<file path="src/ema_coefficient_of_variation_assert.svh">
// Assertion macros shared by the coefficient of variation RTL.
// No dependencies; included by the modules that carry concurrent checks.
`ifndef EMA_COEFFICIENT_OF_VARIATION_ASSERT_SVH
`define EMA_COEFFICIENT_OF_VARIATION_ASSERT_SVH
`ifndef SYNTHESIS
`define ECV_ASSERT(label, clk, rst, prop, msg) \
   label: assert property (@(posedge clk) disable iff (rst) (prop)) else $error(msg);
`define ECV_ASSERT_NEXT(label, clk, rst, ante, cons, msg) \
   label: assert property (@(posedge clk) disable iff (rst) (ante) |=> (cons)) else $error(msg);
`else
`define ECV_ASSERT(label, clk, rst, prop, msg)
`define ECV_ASSERT_NEXT(label, clk, rst, ante, cons, msg)
`endif
`endif

</file>
<file path="src/ecv_pkg.sv">
// Shared constants, register indexes and unit status type for the
// coefficient of variation block. No dependencies.
package ecv_pkg;

   localparam int ENERGY_W    = 16;
   localparam int ALPHA_W     = 16;
   localparam int WARMUP_W    = 8;
   localparam int CV_W        = 16;
   localparam int CV_SHIFT    = 14;
   localparam int QUOT_W      = 17;
   localparam int ROUND_SHIFT = 16;
   localparam int CSR_INDEX_W = 4;
   localparam int CSR_DATA_W  = 16;

   localparam logic [CSR_INDEX_W-1:0] CSR_ALPHA  = 4'd0;
   localparam logic [CSR_INDEX_W-1:0] CSR_WARMUP = 4'd1;

   localparam logic [ALPHA_W-1:0]  ALPHA_RESET  = 16'd2570;
   localparam logic [WARMUP_W-1:0] WARMUP_RESET = 8'd125;
   localparam logic [WARMUP_W-1:0] WARMUP_MAX   = 8'd255;
   localparam logic [ALPHA_W:0]    ONE_ALPHA    = 17'h10000;
   localparam logic [CV_W-1:0]     CV_LIMIT     = 16'h8000;

   typedef struct packed {
      logic busy;
      logic done;
   } ecv_unit_status_type;

endpackage

</file>
<file path="src/ecv_mul.sv">
// Bit-serial shift-add multiplier, one multiplier bit per cycle.
// Depends on ecv_pkg and the assertion macro header.
`include "ema_coefficient_of_variation_assert.svh"
module ecv_mul
   import ecv_pkg::*;
#(
   parameter int A_W = 49,
   parameter int B_W = 33
) (
   input  logic                   clock,
   input  logic                   reset,
   input  logic                   start,
   input  logic [A_W-1:0]         operand_a,
   input  logic [B_W-1:0]         operand_b,
   output logic [A_W+B_W-1:0]     product,
   output ecv_unit_status_type    status
);

   localparam int P_W   = A_W + B_W;
   localparam int CNT_W = $clog2(B_W + 1);

   logic [A_W-1:0]   mcand_ff, mcand_in;
   logic [P_W-1:0]   prod_ff, prod_in;
   logic [CNT_W-1:0] cnt_ff, cnt_in;
   logic             busy_ff, busy_in;
   logic             done_ff, done_in;
   logic [A_W:0]     psum;

   always_comb begin
      mcand_in = mcand_ff;
      prod_in  = prod_ff;
      cnt_in   = cnt_ff;
      busy_in  = busy_ff;
      done_in  = 1'b0;
      psum     = {1'b0, prod_ff[P_W-1:B_W]} + (prod_ff[0] ? {1'b0, mcand_ff} : '0);
      if (start) begin
         mcand_in = operand_a;
         prod_in  = {{A_W{1'b0}}, operand_b};
         cnt_in   = CNT_W'(B_W);
         busy_in  = 1'b1;
      end else if (busy_ff) begin
         prod_in = {psum, prod_ff[B_W-1:1]};
         cnt_in  = cnt_ff - 1'b1;
         if (cnt_ff == CNT_W'(1)) begin
            busy_in = 1'b0;
            done_in = 1'b1;
         end
      end
   end

   always_ff @(posedge clock) begin
      if (reset) begin
         cnt_ff  <= '0;
         busy_ff <= 1'b0;
         done_ff <= 1'b0;
      end else begin
         cnt_ff  <= cnt_in;
         busy_ff <= busy_in;
         done_ff <= done_in;
      end
   end

   always_ff @(posedge clock) begin
      mcand_ff <= mcand_in;
      prod_ff  <= prod_in;
   end

   always_comb begin
      status.busy = busy_ff;
      status.done = done_ff;
   end

   assign product = prod_ff;

   `ECV_ASSERT(a_mul_start_idle, clock, reset, start |-> !busy_ff, "multiply started while busy")
   `ECV_ASSERT(a_mul_done_clean, clock, reset, done_ff |-> !busy_ff && cnt_ff == '0, "bad done")
   `ECV_ASSERT_NEXT(a_mul_runs, clock, reset, busy_ff && cnt_ff != CNT_W'(1), busy_ff, "early stop")

endmodule

</file>
<file path="src/ecv_sqrt.sv">
// Digit-serial square root, two radicand bits per cycle, of var * 2^FRAC_BITS.
// Depends on ecv_pkg.
module ecv_sqrt
   import ecv_pkg::*;
#(
   parameter int FRAC_BITS = 16
) (
   input  logic                      clock,
   input  logic                      reset,
   input  logic                      start,
   input  logic [FRAC_BITS+31:0]     operand,
   output logic [FRAC_BITS+15:0]     root,
   output ecv_unit_status_type       status
);

   localparam int VW    = FRAC_BITS + 32;
   localparam int RW    = FRAC_BITS + 16;
   localparam int RADW  = 2 * RW;
   localparam int REMW  = RW + 3;
   localparam int CNT_W = $clog2(RW + 1);

   logic [RADW-1:0]  rad_ff, rad_in;
   logic [REMW-1:0]  rem_ff, rem_in;
   logic [RW-1:0]    root_ff, root_in;
   logic [CNT_W-1:0] cnt_ff, cnt_in;
   logic             busy_ff, busy_in;
   logic             done_ff, done_in;
   logic [REMW-1:0]  rem_sh;
   logic [REMW-1:0]  trial;
   logic             fits;

   always_comb begin
      rad_in  = rad_ff;
      rem_in  = rem_ff;
      root_in = root_ff;
      cnt_in  = cnt_ff;
      busy_in = busy_ff;
      done_in = 1'b0;
      rem_sh  = {rem_ff[REMW-3:0], rad_ff[RADW-1 -: 2]};
      trial   = {1'b0, root_ff, 2'b01};
      fits    = rem_sh >= trial;
      if (start) begin
         rad_in  = {operand[VW-1:0], {FRAC_BITS{1'b0}}};
         rem_in  = '0;
         root_in = '0;
         cnt_in  = CNT_W'(RW);
         busy_in = 1'b1;
      end else if (busy_ff) begin
         rad_in  = {rad_ff[RADW-3:0], 2'b00};
         rem_in  = fits ? rem_sh - trial : rem_sh;
         root_in = {root_ff[RW-2:0], fits};
         cnt_in  = cnt_ff - 1'b1;
         if (cnt_ff == CNT_W'(1)) begin
            busy_in = 1'b0;
            done_in = 1'b1;
         end
      end
   end

   always_ff @(posedge clock) begin
      if (reset) begin
         cnt_ff  <= '0;
         busy_ff <= 1'b0;
         done_ff <= 1'b0;
      end else begin
         cnt_ff  <= cnt_in;
         busy_ff <= busy_in;
         done_ff <= done_in;
      end
   end

   always_ff @(posedge clock) begin
      rad_ff  <= rad_in;
      rem_ff  <= rem_in;
      root_ff <= root_in;
   end

   always_comb begin
      status.busy = busy_ff;
      status.done = done_ff;
   end

   assign root = root_ff;

endmodule

</file>
<file path="src/ecv_div.sv">
// Restoring divider, one quotient bit per cycle, for sigma * 2^14 / mean,
// with the quotient clamped to 2.0 in Q2.14. Depends on ecv_pkg.
module ecv_div
   import ecv_pkg::*;
#(
   parameter int FRAC_BITS = 16
) (
   input  logic                   clock,
   input  logic                   reset,
   input  logic                   start,
   input  logic [FRAC_BITS+15:0]  sigma,
   input  logic [FRAC_BITS+16:0]  den,
   output logic [CV_W-1:0]        quot,
   output ecv_unit_status_type    status
);

   localparam int RW    = FRAC_BITS + 16;
   localparam int DENW  = FRAC_BITS + 17;
   localparam int NUMW  = RW + CV_SHIFT;
   localparam int DVSW  = DENW + QUOT_W - 1;
   localparam int CNT_W = $clog2(QUOT_W + 1);

   logic [NUMW-1:0]   rem_ff, rem_in;
   logic [DVSW-1:0]   dvs_ff, dvs_in;
   logic [QUOT_W-1:0] q_ff, q_in;
   logic [CNT_W-1:0]  cnt_ff, cnt_in;
   logic              busy_ff, busy_in;
   logic              done_ff, done_in;
   logic              ovf;
   logic              ge;

   always_comb begin
      rem_in  = rem_ff;
      dvs_in  = dvs_ff;
      q_in    = q_ff;
      cnt_in  = cnt_ff;
      busy_in = busy_ff;
      done_in = 1'b0;
      ovf     = {4'b0000, sigma} >= {den, 3'b000};
      ge      = {{(DVSW-NUMW){1'b0}}, rem_ff} >= dvs_ff;
      if (start) begin
         if (ovf) begin
            q_in    = QUOT_W'(CV_LIMIT);
            done_in = 1'b1;
         end else begin
            rem_in  = {sigma, {CV_SHIFT{1'b0}}};
            dvs_in  = {den, {(QUOT_W-1){1'b0}}};
            q_in    = '0;
            cnt_in  = CNT_W'(QUOT_W);
            busy_in = 1'b1;
         end
      end else if (busy_ff) begin
         rem_in = ge ? rem_ff - dvs_ff[NUMW-1:0] : rem_ff;
         dvs_in = dvs_ff >> 1;
         q_in   = {q_ff[QUOT_W-2:0], ge};
         cnt_in = cnt_ff - 1'b1;
         if (cnt_ff == CNT_W'(1)) begin
            busy_in = 1'b0;
            done_in = 1'b1;
         end
      end
   end

   always_ff @(posedge clock) begin
      if (reset) begin
         cnt_ff  <= '0;
         busy_ff <= 1'b0;
         done_ff <= 1'b0;
      end else begin
         cnt_ff  <= cnt_in;
         busy_ff <= busy_in;
         done_ff <= done_in;
      end
   end

   always_ff @(posedge clock) begin
      rem_ff <= rem_in;
      dvs_ff <= dvs_in;
      q_ff   <= q_in;
   end

   always_comb begin
      status.busy = busy_ff;
      status.done = done_ff;
   end

   assign quot = (q_ff > QUOT_W'(CV_LIMIT)) ? CV_LIMIT : q_ff[CV_W-1:0];

endmodule

</file>
<file path="src/ema_coefficient_of_variation.sv">
// Coefficient of variation of a stream of frame energies. Each accepted word updates an
// exponential moving mean and variance and returns one result word: 0 with tuser low while
// warming up, otherwise sqrt(var)/mean in Q2.14, 0 when the mean is at most 1.0 and clamped
// to 2.0. Every item takes four passes through the bit-serial multiplier; after warmup,
// when the mean is above 1.0, the square root at two radicand bits per cycle and the
// divider follow. One item is in work at a time; a finished word waits in the output
// register while the next item is taken.
// Depends on ecv_pkg, ecv_mul, ecv_sqrt, ecv_div and the assertion macro header.
`include "ema_coefficient_of_variation_assert.svh"
module ema_coefficient_of_variation
   import ecv_pkg::*;
#(
   parameter int FRAC_BITS = 16
) (
   input  logic                    clock,
   input  logic                    reset,
   input  logic                    req_tvalid,
   output logic                    req_tready,
   input  logic [ENERGY_W-1:0]     req_tdata,   // [15:0] frame_energy
   output logic                    rsp_tvalid,
   input  logic                    rsp_tready,
   output logic [CV_W-1:0]         rsp_tdata,   // [15:0] variation
   output logic                    rsp_tuser,   // [0] ready_res
   input  logic                    csr_valid,
   output logic                    csr_ready,
   input  logic [CSR_INDEX_W-1:0]  csr_index,
   input  logic [CSR_DATA_W-1:0]   csr_wdata
);

   localparam int MW  = FRAC_BITS + 18;
   localparam int MGW = FRAC_BITS + 17;
   localparam int VW  = FRAC_BITS + 32;
   localparam int AW  = FRAC_BITS + 33;
   localparam int BW  = FRAC_BITS + 17;
   localparam int PW  = AW + BW;
   localparam int TW  = FRAC_BITS + 34;
   localparam int RW  = FRAC_BITS + 16;

   localparam logic signed [MW-1:0] MEAN_ONE = MW'(1) << FRAC_BITS;
   localparam logic [PW:0] HALF    = (PW+1)'(1) << (ROUND_SHIFT - 1);
   localparam logic [PW:0] HALF_LO = HALF - (PW+1)'(1);

   localparam logic [3:0] S_IDLE      = 4'd0;
   localparam logic [3:0] S_SQ_GO     = 4'd1;
   localparam logic [3:0] S_SQ_WAIT   = 4'd2;
   localparam logic [3:0] S_VA_GO     = 4'd3;
   localparam logic [3:0] S_VA_WAIT   = 4'd4;
   localparam logic [3:0] S_VB_GO     = 4'd5;
   localparam logic [3:0] S_VB_WAIT   = 4'd6;
   localparam logic [3:0] S_MN_GO     = 4'd7;
   localparam logic [3:0] S_MN_WAIT   = 4'd8;
   localparam logic [3:0] S_UPDATE    = 4'd9;
   localparam logic [3:0] S_CHECK     = 4'd10;
   localparam logic [3:0] S_ROOT_WAIT = 4'd11;
   localparam logic [3:0] S_DIV_GO    = 4'd12;
   localparam logic [3:0] S_DIV_WAIT  = 4'd13;
   localparam logic [3:0] S_OUT       = 4'd14;

   logic [3:0]              state_ff, state_in;
   logic [ALPHA_W-1:0]      alpha_ff, alpha_in;
   logic [WARMUP_W-1:0]     warmup_ff, warmup_in;
   logic signed [MW-1:0]    mean_ff, mean_in;
   logic [VW-1:0]           var_ff, var_in;
   logic [WARMUP_W-1:0]     count_ff, count_in;
   logic                    valid_ff, valid_in;
   logic                    rsp_tvalid_ff, rsp_tvalid_in;

   logic signed [MW-1:0]    d_ff, d_in;
   logic [AW-1:0]           sq_ff, sq_in;
   logic [TW-1:0]           t1_ff, t1_in;
   logic [TW-1:0]           t2_ff, t2_in;
   logic [MGW-1:0]          t3_ff, t3_in;
   logic [CV_W-1:0]         res_cv_ff, res_cv_in;
   logic                    res_rdy_ff, res_rdy_in;
   logic [CV_W-1:0]         rsp_data_ff, rsp_data_in;
   logic                    rsp_user_ff, rsp_user_in;

   logic signed [MW-1:0]    xq;
   logic signed [MW-1:0]    dneg;
   logic [MGW-1:0]          mag;
   logic                    dsign;
   logic [PW:0]             rnd_bias;
   logic [PW:0]             rnd_sum;
   logic [TW-1:0]           vsum;
   logic signed [MW-1:0]    t3s;
   logic [WARMUP_W-1:0]     count_next;

   logic                    mul_start;
   logic [AW-1:0]           mul_a;
   logic [BW-1:0]           mul_b;
   logic [PW-1:0]           product;
   ecv_unit_status_type     mul_st;

   logic                    root_start;
   logic [RW-1:0]           root;
   ecv_unit_status_type     root_st;

   logic                    div_start;
   logic [CV_W-1:0]         quot;
   ecv_unit_status_type     div_st;

   ecv_mul #(
      .A_W (AW),
      .B_W (BW)
   ) u_mul (
      .clock     (clock),
      .reset     (reset),
      .start     (mul_start),
      .operand_a (mul_a),
      .operand_b (mul_b),
      .product   (product),
      .status    (mul_st)
   );

   ecv_sqrt #(
      .FRAC_BITS (FRAC_BITS)
   ) u_sqrt (
      .clock   (clock),
      .reset   (reset),
      .start   (root_start),
      .operand (var_ff),
      .root    (root),
      .status  (root_st)
   );

   ecv_div #(
      .FRAC_BITS (FRAC_BITS)
   ) u_div (
      .clock  (clock),
      .reset  (reset),
      .start  (div_start),
      .sigma  (root),
      .den    (mean_ff[MGW-1:0]),
      .quot   (quot),
      .status (div_st)
   );

   assign req_tready = (state_ff == S_IDLE);
   assign csr_ready  = 1'b1;
   assign rsp_tvalid = rsp_tvalid_ff;
   assign rsp_tdata  = rsp_data_ff;
   assign rsp_tuser  = rsp_user_ff;

   always_comb begin
      xq       = $signed({{2{req_tdata[ENERGY_W-1]}}, req_tdata, {FRAC_BITS{1'b0}}});
      dsign    = d_ff[MW-1];
      dneg     = -d_ff;
      mag      = dsign ? dneg[MGW-1:0] : d_ff[MGW-1:0];
      rnd_bias = (dsign && state_ff == S_MN_WAIT) ? HALF_LO : HALF;
      rnd_sum  = {1'b0, product} + rnd_bias;
      vsum     = t1_ff + t2_ff;
      t3s      = $signed({1'b0, t3_ff});
      count_next = (count_ff == WARMUP_MAX) ? count_ff : count_ff + 1'b1;
   end

   always_comb begin
      state_in      = state_ff;
      alpha_in      = alpha_ff;
      warmup_in     = warmup_ff;
      mean_in       = mean_ff;
      var_in        = var_ff;
      count_in      = count_ff;
      valid_in      = valid_ff;
      rsp_tvalid_in = rsp_tvalid_ff;
      d_in          = d_ff;
      sq_in         = sq_ff;
      t1_in         = t1_ff;
      t2_in         = t2_ff;
      t3_in         = t3_ff;
      res_cv_in     = res_cv_ff;
      res_rdy_in    = res_rdy_ff;
      rsp_data_in   = rsp_data_ff;
      rsp_user_in   = rsp_user_ff;
      mul_start     = 1'b0;
      mul_a         = '0;
      mul_b         = '0;
      root_start    = 1'b0;
      div_start     = 1'b0;

      if (csr_valid) begin
         unique case (csr_index)
            CSR_ALPHA:  alpha_in  = csr_wdata[ALPHA_W-1:0];
            CSR_WARMUP: warmup_in = csr_wdata[WARMUP_W-1:0];
            default: ;
         endcase
      end

      if (rsp_tvalid_ff && rsp_tready) begin
         rsp_tvalid_in = 1'b0;
      end

      unique case (state_ff)
         S_IDLE: begin
            if (req_tvalid) begin
               d_in     = xq - mean_ff;
               state_in = S_SQ_GO;
            end
         end
         S_SQ_GO: begin
            mul_start = 1'b1;
            mul_a     = AW'(mag);
            mul_b     = mag;
            state_in  = S_SQ_WAIT;
         end
         S_SQ_WAIT: begin
            if (mul_st.done) begin
               sq_in    = product[FRAC_BITS +: AW];
               state_in = S_VA_GO;
            end
         end
         S_VA_GO: begin
            mul_start = 1'b1;
            mul_a     = sq_ff;
            mul_b     = BW'(alpha_ff);
            state_in  = S_VA_WAIT;
         end
         S_VA_WAIT: begin
            if (mul_st.done) begin
               t1_in    = rnd_sum[ROUND_SHIFT +: TW];
               state_in = S_VB_GO;
            end
         end
         S_VB_GO: begin
            mul_start = 1'b1;
            mul_a     = AW'(var_ff);
            mul_b     = BW'(ONE_ALPHA - {1'b0, alpha_ff});
            state_in  = S_VB_WAIT;
         end
         S_VB_WAIT: begin
            if (mul_st.done) begin
               t2_in    = rnd_sum[ROUND_SHIFT +: TW];
               state_in = S_MN_GO;
            end
         end
         S_MN_GO: begin
            mul_start = 1'b1;
            mul_a     = AW'(mag);
            mul_b     = BW'(alpha_ff);
            state_in  = S_MN_WAIT;
         end
         S_MN_WAIT: begin
            if (mul_st.done) begin
               t3_in    = rnd_sum[ROUND_SHIFT +: MGW];
               state_in = S_UPDATE;
            end
         end
         S_UPDATE: begin
            var_in  = (|vsum[TW-1:VW]) ? {VW{1'b1}} : vsum[VW-1:0];
            mean_in = dsign ? mean_ff - t3s : mean_ff + t3s;
            if (!valid_ff) begin
               count_in   = count_next;
               valid_in   = (count_next >= warmup_ff);
               res_cv_in  = '0;
               res_rdy_in = 1'b0;
               state_in   = S_OUT;
            end else begin
               state_in = S_CHECK;
            end
         end
         S_CHECK: begin
            if (mean_ff > MEAN_ONE) begin
               root_start = 1'b1;
               state_in   = S_ROOT_WAIT;
            end else begin
               res_cv_in  = '0;
               res_rdy_in = 1'b1;
               state_in   = S_OUT;
            end
         end
         S_ROOT_WAIT: begin
            if (root_st.done) begin
               state_in = S_DIV_GO;
            end
         end
         S_DIV_GO: begin
            div_start = 1'b1;
            state_in  = S_DIV_WAIT;
         end
         S_DIV_WAIT: begin
            if (div_st.done) begin
               res_cv_in  = quot;
               res_rdy_in = 1'b1;
               state_in   = S_OUT;
            end
         end
         S_OUT: begin
            if (!rsp_tvalid_ff || rsp_tready) begin
               rsp_tvalid_in = 1'b1;
               rsp_data_in   = res_cv_ff;
               rsp_user_in   = res_rdy_ff;
               state_in      = S_IDLE;
            end
         end
         default: begin
            state_in = S_IDLE;
         end
      endcase
   end

   always_ff @(posedge clock) begin
      if (reset) begin
         state_ff      <= S_IDLE;
         alpha_ff      <= ALPHA_RESET;
         warmup_ff     <= WARMUP_RESET;
         mean_ff       <= MEAN_ONE;
         var_ff        <= '0;
         count_ff      <= '0;
         valid_ff      <= 1'b0;
         rsp_tvalid_ff <= 1'b0;
      end else begin
         state_ff      <= state_in;
         alpha_ff      <= alpha_in;
         warmup_ff     <= warmup_in;
         mean_ff       <= mean_in;
         var_ff        <= var_in;
         count_ff      <= count_in;
         valid_ff      <= valid_in;
         rsp_tvalid_ff <= rsp_tvalid_in;
      end
   end

   always_ff @(posedge clock) begin
      d_ff        <= d_in;
      sq_ff       <= sq_in;
      t1_ff       <= t1_in;
      t2_ff       <= t2_in;
      t3_ff       <= t3_in;
      res_cv_ff   <= res_cv_in;
      res_rdy_ff  <= res_rdy_in;
      rsp_data_ff <= rsp_data_in;
      rsp_user_ff <= rsp_user_in;
   end

   `ECV_ASSERT_NEXT(a_valid_sticky, clock, reset, valid_ff, valid_ff, "estimate valid dropped")
   `ECV_ASSERT_NEXT(a_count_frozen, clock, reset, valid_ff, $stable(count_ff), "count moved")
   `ECV_ASSERT(a_mean_range, clock, reset, mean_ff[MW-1] == mean_ff[MW-2], "mean out of range")
   `ECV_ASSERT(a_warmup_zero, clock, reset,
      rsp_tvalid_ff && !rsp_user_ff |-> rsp_data_ff == '0, "warmup word not zero")
   `ECV_ASSERT(a_cv_limit, clock, reset,
      rsp_tvalid_ff |-> rsp_data_ff <= CV_LIMIT, "variation above limit")
   `ECV_ASSERT(a_one_unit, clock, reset,
      $countones({mul_st.busy, root_st.busy, div_st.busy}) <= 1, "units overlap")

endmodule
</file>
<file path="config.mk">
export PLATFORM = sky130hd
export DESIGN_NAME = ema_coefficient_of_variation
export DESIGN_NICKNAME = d
export VERILOG_FILES = /design/src/ecv_pkg.sv /design/src/ecv_mul.sv /design/src/ecv_sqrt.sv /design/src/ecv_div.sv /design/src/ema_coefficient_of_variation.sv
export VERILOG_INCLUDE_DIRS = /design/src /design/src/src
export SDC_FILE = /design/constraint.sdc
export NUM_CORES = 2
export LEC_CHECK = 0
export BUFFER_PORTS_ARGS = -buffer_cell sky130_fd_sc_hd__buf_4
export CORE_MARGIN = 3
export CORE_UTILIZATION = 40
export DETAILED_ROUTE_END_ITERATION = 6
export GPL_TIMING_DRIVEN = 0
export HOLD_SLACK_MARGIN = 0.05
export SYNTH_ARGS = -nofsm -noshare
export SYNTH_HDL_FRONTEND = slang
export SYNTH_HIERARCHICAL = 1
export SYNTH_SLANG_ARGS = --single-unit
export TNS_END_PERCENT = 20
</file>
<file path="constraint.sdc">
create_clock -name clock -period 5.01 [get_ports clock]
set_input_delay 0.501 -clock clock [delete_from_list [all_inputs] [get_ports clock]]
set_output_delay 0.501 -clock clock [all_outputs]
set_load 0.01 [all_outputs]
</file>
==> impl_metrics.tcl <==
set metrics [dict create \
    grt_max_degree 40 \
    cts.sinks 749 \
    cp_data_required_time_ns 5.57 \
    fmax_mhz 204 \
    routed_via_density 5.71 \
    drtIter0Drc 3184 \
    worstSetupPathType "reg -> reg" \
    min_period_over_period_pct 98.0 \
    fin_nets 5229 \
    critical_path.endpoint_type "flip-flop" \
    hold_class "in -> reg" \
    syn_to_final_growth_pct 13.1 \
    avgSynthCellArea_um2 9.59 \
    rsz0062_at_grt "yes" \
    cap_violations 0 \
    critical_path_arrival_ns 5.47 \
    routedWlPerCell_um 21.7 \
    grt_overflow 0 \
    min_period_ns 4.91 \
    drc 3 \
    maxSlewHeadroom_pct 14.8 \
    p_comb_share_pct 24.1 \
    drive_gt1_share_pct 9.42 \
    ys_warn_count 6 \
    hold_viol 0 \
    fp.dieH_um 342 \
    drtAntennaViolNets 0 \
    slowest_stage "xnor2_1" \
    crit_fanout 10 \
    drt_first_pass_iters 7 \
    initial_core_util_pct 40.6 \
    dp_hpwl_um 108000 \
    portBuffers 58 \
    grt_pass1_vias 34900 \
    grt_pass1_wl_um 212000 \
    dieArea_um2 117000 \
    rows 122 \
    cts_max_level 3 \
    die_w_um 342 \
    cp_cell_sequence "ha_1 > a21o_1 > a21o_1 > a2111oi_0 > o21ai_0 > o21ai_0 > o31a_1 > o31ai_1 > xnor2_1 > nor3_4 > buf_2 > a211oi_1" \
    drv_slew 0 \
    cpPeakStageDelay_ns 1.00 \
    clk_pin_slew_ns 0.06 \
    core_area_um2 111000 \
    setup_viol 0 \
    worst_slew_pin_slew_ns 1.27 \
    sequentialPowerShare_pct 41.3 \
    ioPinCount 61 \
    netlist_instances 4718 \
    critPathLaunchType "flip-flop" \
    gp_congestion 0.916 \
    p_clk_share_pct 34.6 \
    p_per_area_nw_per_um2 375 \
    syn_nets 5054 \
    failed_checks "DRC" \
    peakVddDrop_uv 300 \
    root_buffer "clkbuf_16" \
    grt_util_all_layers_pct 23.4 \
    cts_made_buffers 86 \
    hold_slack_ns 0.0955 \
    fin_skew_ns 0.0315 \
    netSwitchingFraction_pct 32.9 \
    vias 36900 \
    clock_path_buffers 3 \
    netlist_area_um2 45200 \
    p_sw_mw 6.31 \
    run_status "finished with violations" \
    cts_tree "built" \
    p_leak_nw 19.5 \
    power.total_mw 19.2 \
    antenna_found_initial 5 \
    drt-total-wl_um 140000 \
    clkLatencyLatePin_ns 0.68 \
    p_int_mw 12.9 \
]
==> registers in the layout, indices dropped and copies added, names as in the netlist, 5 cells and up <==
register        cells
t2_ff              50
u_sqrt/root        32
t3_ff              33
u_div/cnt_ff        5
d_ff               34
sq_ff              49
alpha_ff           16
res_cv_ff          16
warmup_ff           8
u_mul/product      82
rsp_tdata          16
u_mul/cnt_ff        6
t1_ff              50
count_ff            8
var_ff             48
u_sqrt/rem_ff      33
u_sqrt/cnt_ff       6
mean_ff            34
u_div/dvs_ff       49
u_sqrt/rad_ff      48
u_div/q_ff         17
u_mul/mcand_ff     49
u_div/rem_ff       46
==> power by group through the flow <==
stage / sequential, mW / combinational, mW / clock [mW]
2_1_floorplan: 7.75 / 3.17 / 0
3_3_place_gp: 8.04 / 4.44 / 0
3_5_place_dp: 8.03 / 4.47 / 0
4_1_cts: 7.92 / 4.55 / 6.78
5_1_grt: 7.98 / 5.03 / 7.01
6_report: 7.93 / 4.63 / 6.63
==> placed cells by master, fill, tap and decap left out, drive strengths merged, types with 29 or more instances in the layout <==
cell type	n
dfxtp	257
nor2	423
nor4	33
a311oi	29
o211ai	30
nor3	90
a21o	122
nand3	112
clkbuf	281
a22oi	38
and2	96
xnor2	184
a21oi	331
mux2i	74
xor2	133
nand2b	42
ha	291
o21ai	276
buf	143
nor2b	67
inv	239
nand4	69
or3	36
o21bai	33
and3	56
a31oi	37
nand2	425
a211oi	83
edfxtp	492
o21a	38
mux2	84
==> per-layer routing <==
layer	routed length, µm	GRT usage (%)	up-vias
li1	-	-	17600
met1	62100	31.9	17800
met2	63800	37.9	1265
met3	9030	3.36	241
met4	5070	8.00	0
met5	0	0	-
==> critical path: cells and delay by family (launching register included) <==
| kind | cells | cell delay, ns |
|---|---|---|
| flip-flops | 1 | 0.37 |
| XOR/XNOR | 1 | 1.00 |
| AND/OR/NAND/NOR | 1 | 0.27 |
| buffers and inverters | 1 | 0.31 |
| adder cells (fa/ha/maj) | 1 | 0.40 |
| AO/OA/AOI/OAI | 8 | 2.41 |
==> layout make-up <==
| class | count | area (µm²) |
|---|---|---|
| antenna | 2 | 5.00 |
| buffer | 228 | 960 |
| clock buffer | 115 | 2390 |
| clock inverter | 47 | 572 |
| fill | 10700 | 60300 |
| inverter | 233 | 878 |
| multi-input combinational | 3508 | 23800 |
| sequential | 749 | 19900 |
| tap | 1488 | 1860 |
| timing repair buffer | 87 | 790 |
==> what timing repair did <==
| action | in CTS | in global routing |
|---|---|---|
| setup endpoints to repair | 147 | 39 |
| setup buffers | 2 | 0 |
| resized for setup | 33 | 20 |
| hold buffers | 6 | 0 |
| hold endpoints to repair | 6 | 0 |
==> metrics by stage <==
stage	instances	setup slack (ns)	TNS [ns]	util [%]	instance area, µm²
after floorplan	4718	0.239	0	-	45200
after global placement	6264	-2.27	-665.41	42.7	47500
after detailed placement	6284	-1.78	-174.28	42.9	47800
after CTS	6454	0.000574	0	45.8	51100
after global routing	6455	-0.0608	-0.0608	45.9	51100
final	6457	0.102	0	45.9	51200
==> path summary, 6_finish.rpt <==
kind	startpoint	end	slack, ns	depth (start not counted)
hold reg to reg	res_cv_ff[3]	rsp_tdata[3]	0.42	0
setup reg to reg	t1_ff[16]	var_ff[38]	0.10	12
setup / recovery	t1_ff[16]	var_ff[38]	0.10	12
hold / removal	csr_wdata[8]	alpha_ff[8]	0.1	3
Note: power is estimated with default switching activity, not from simulation.
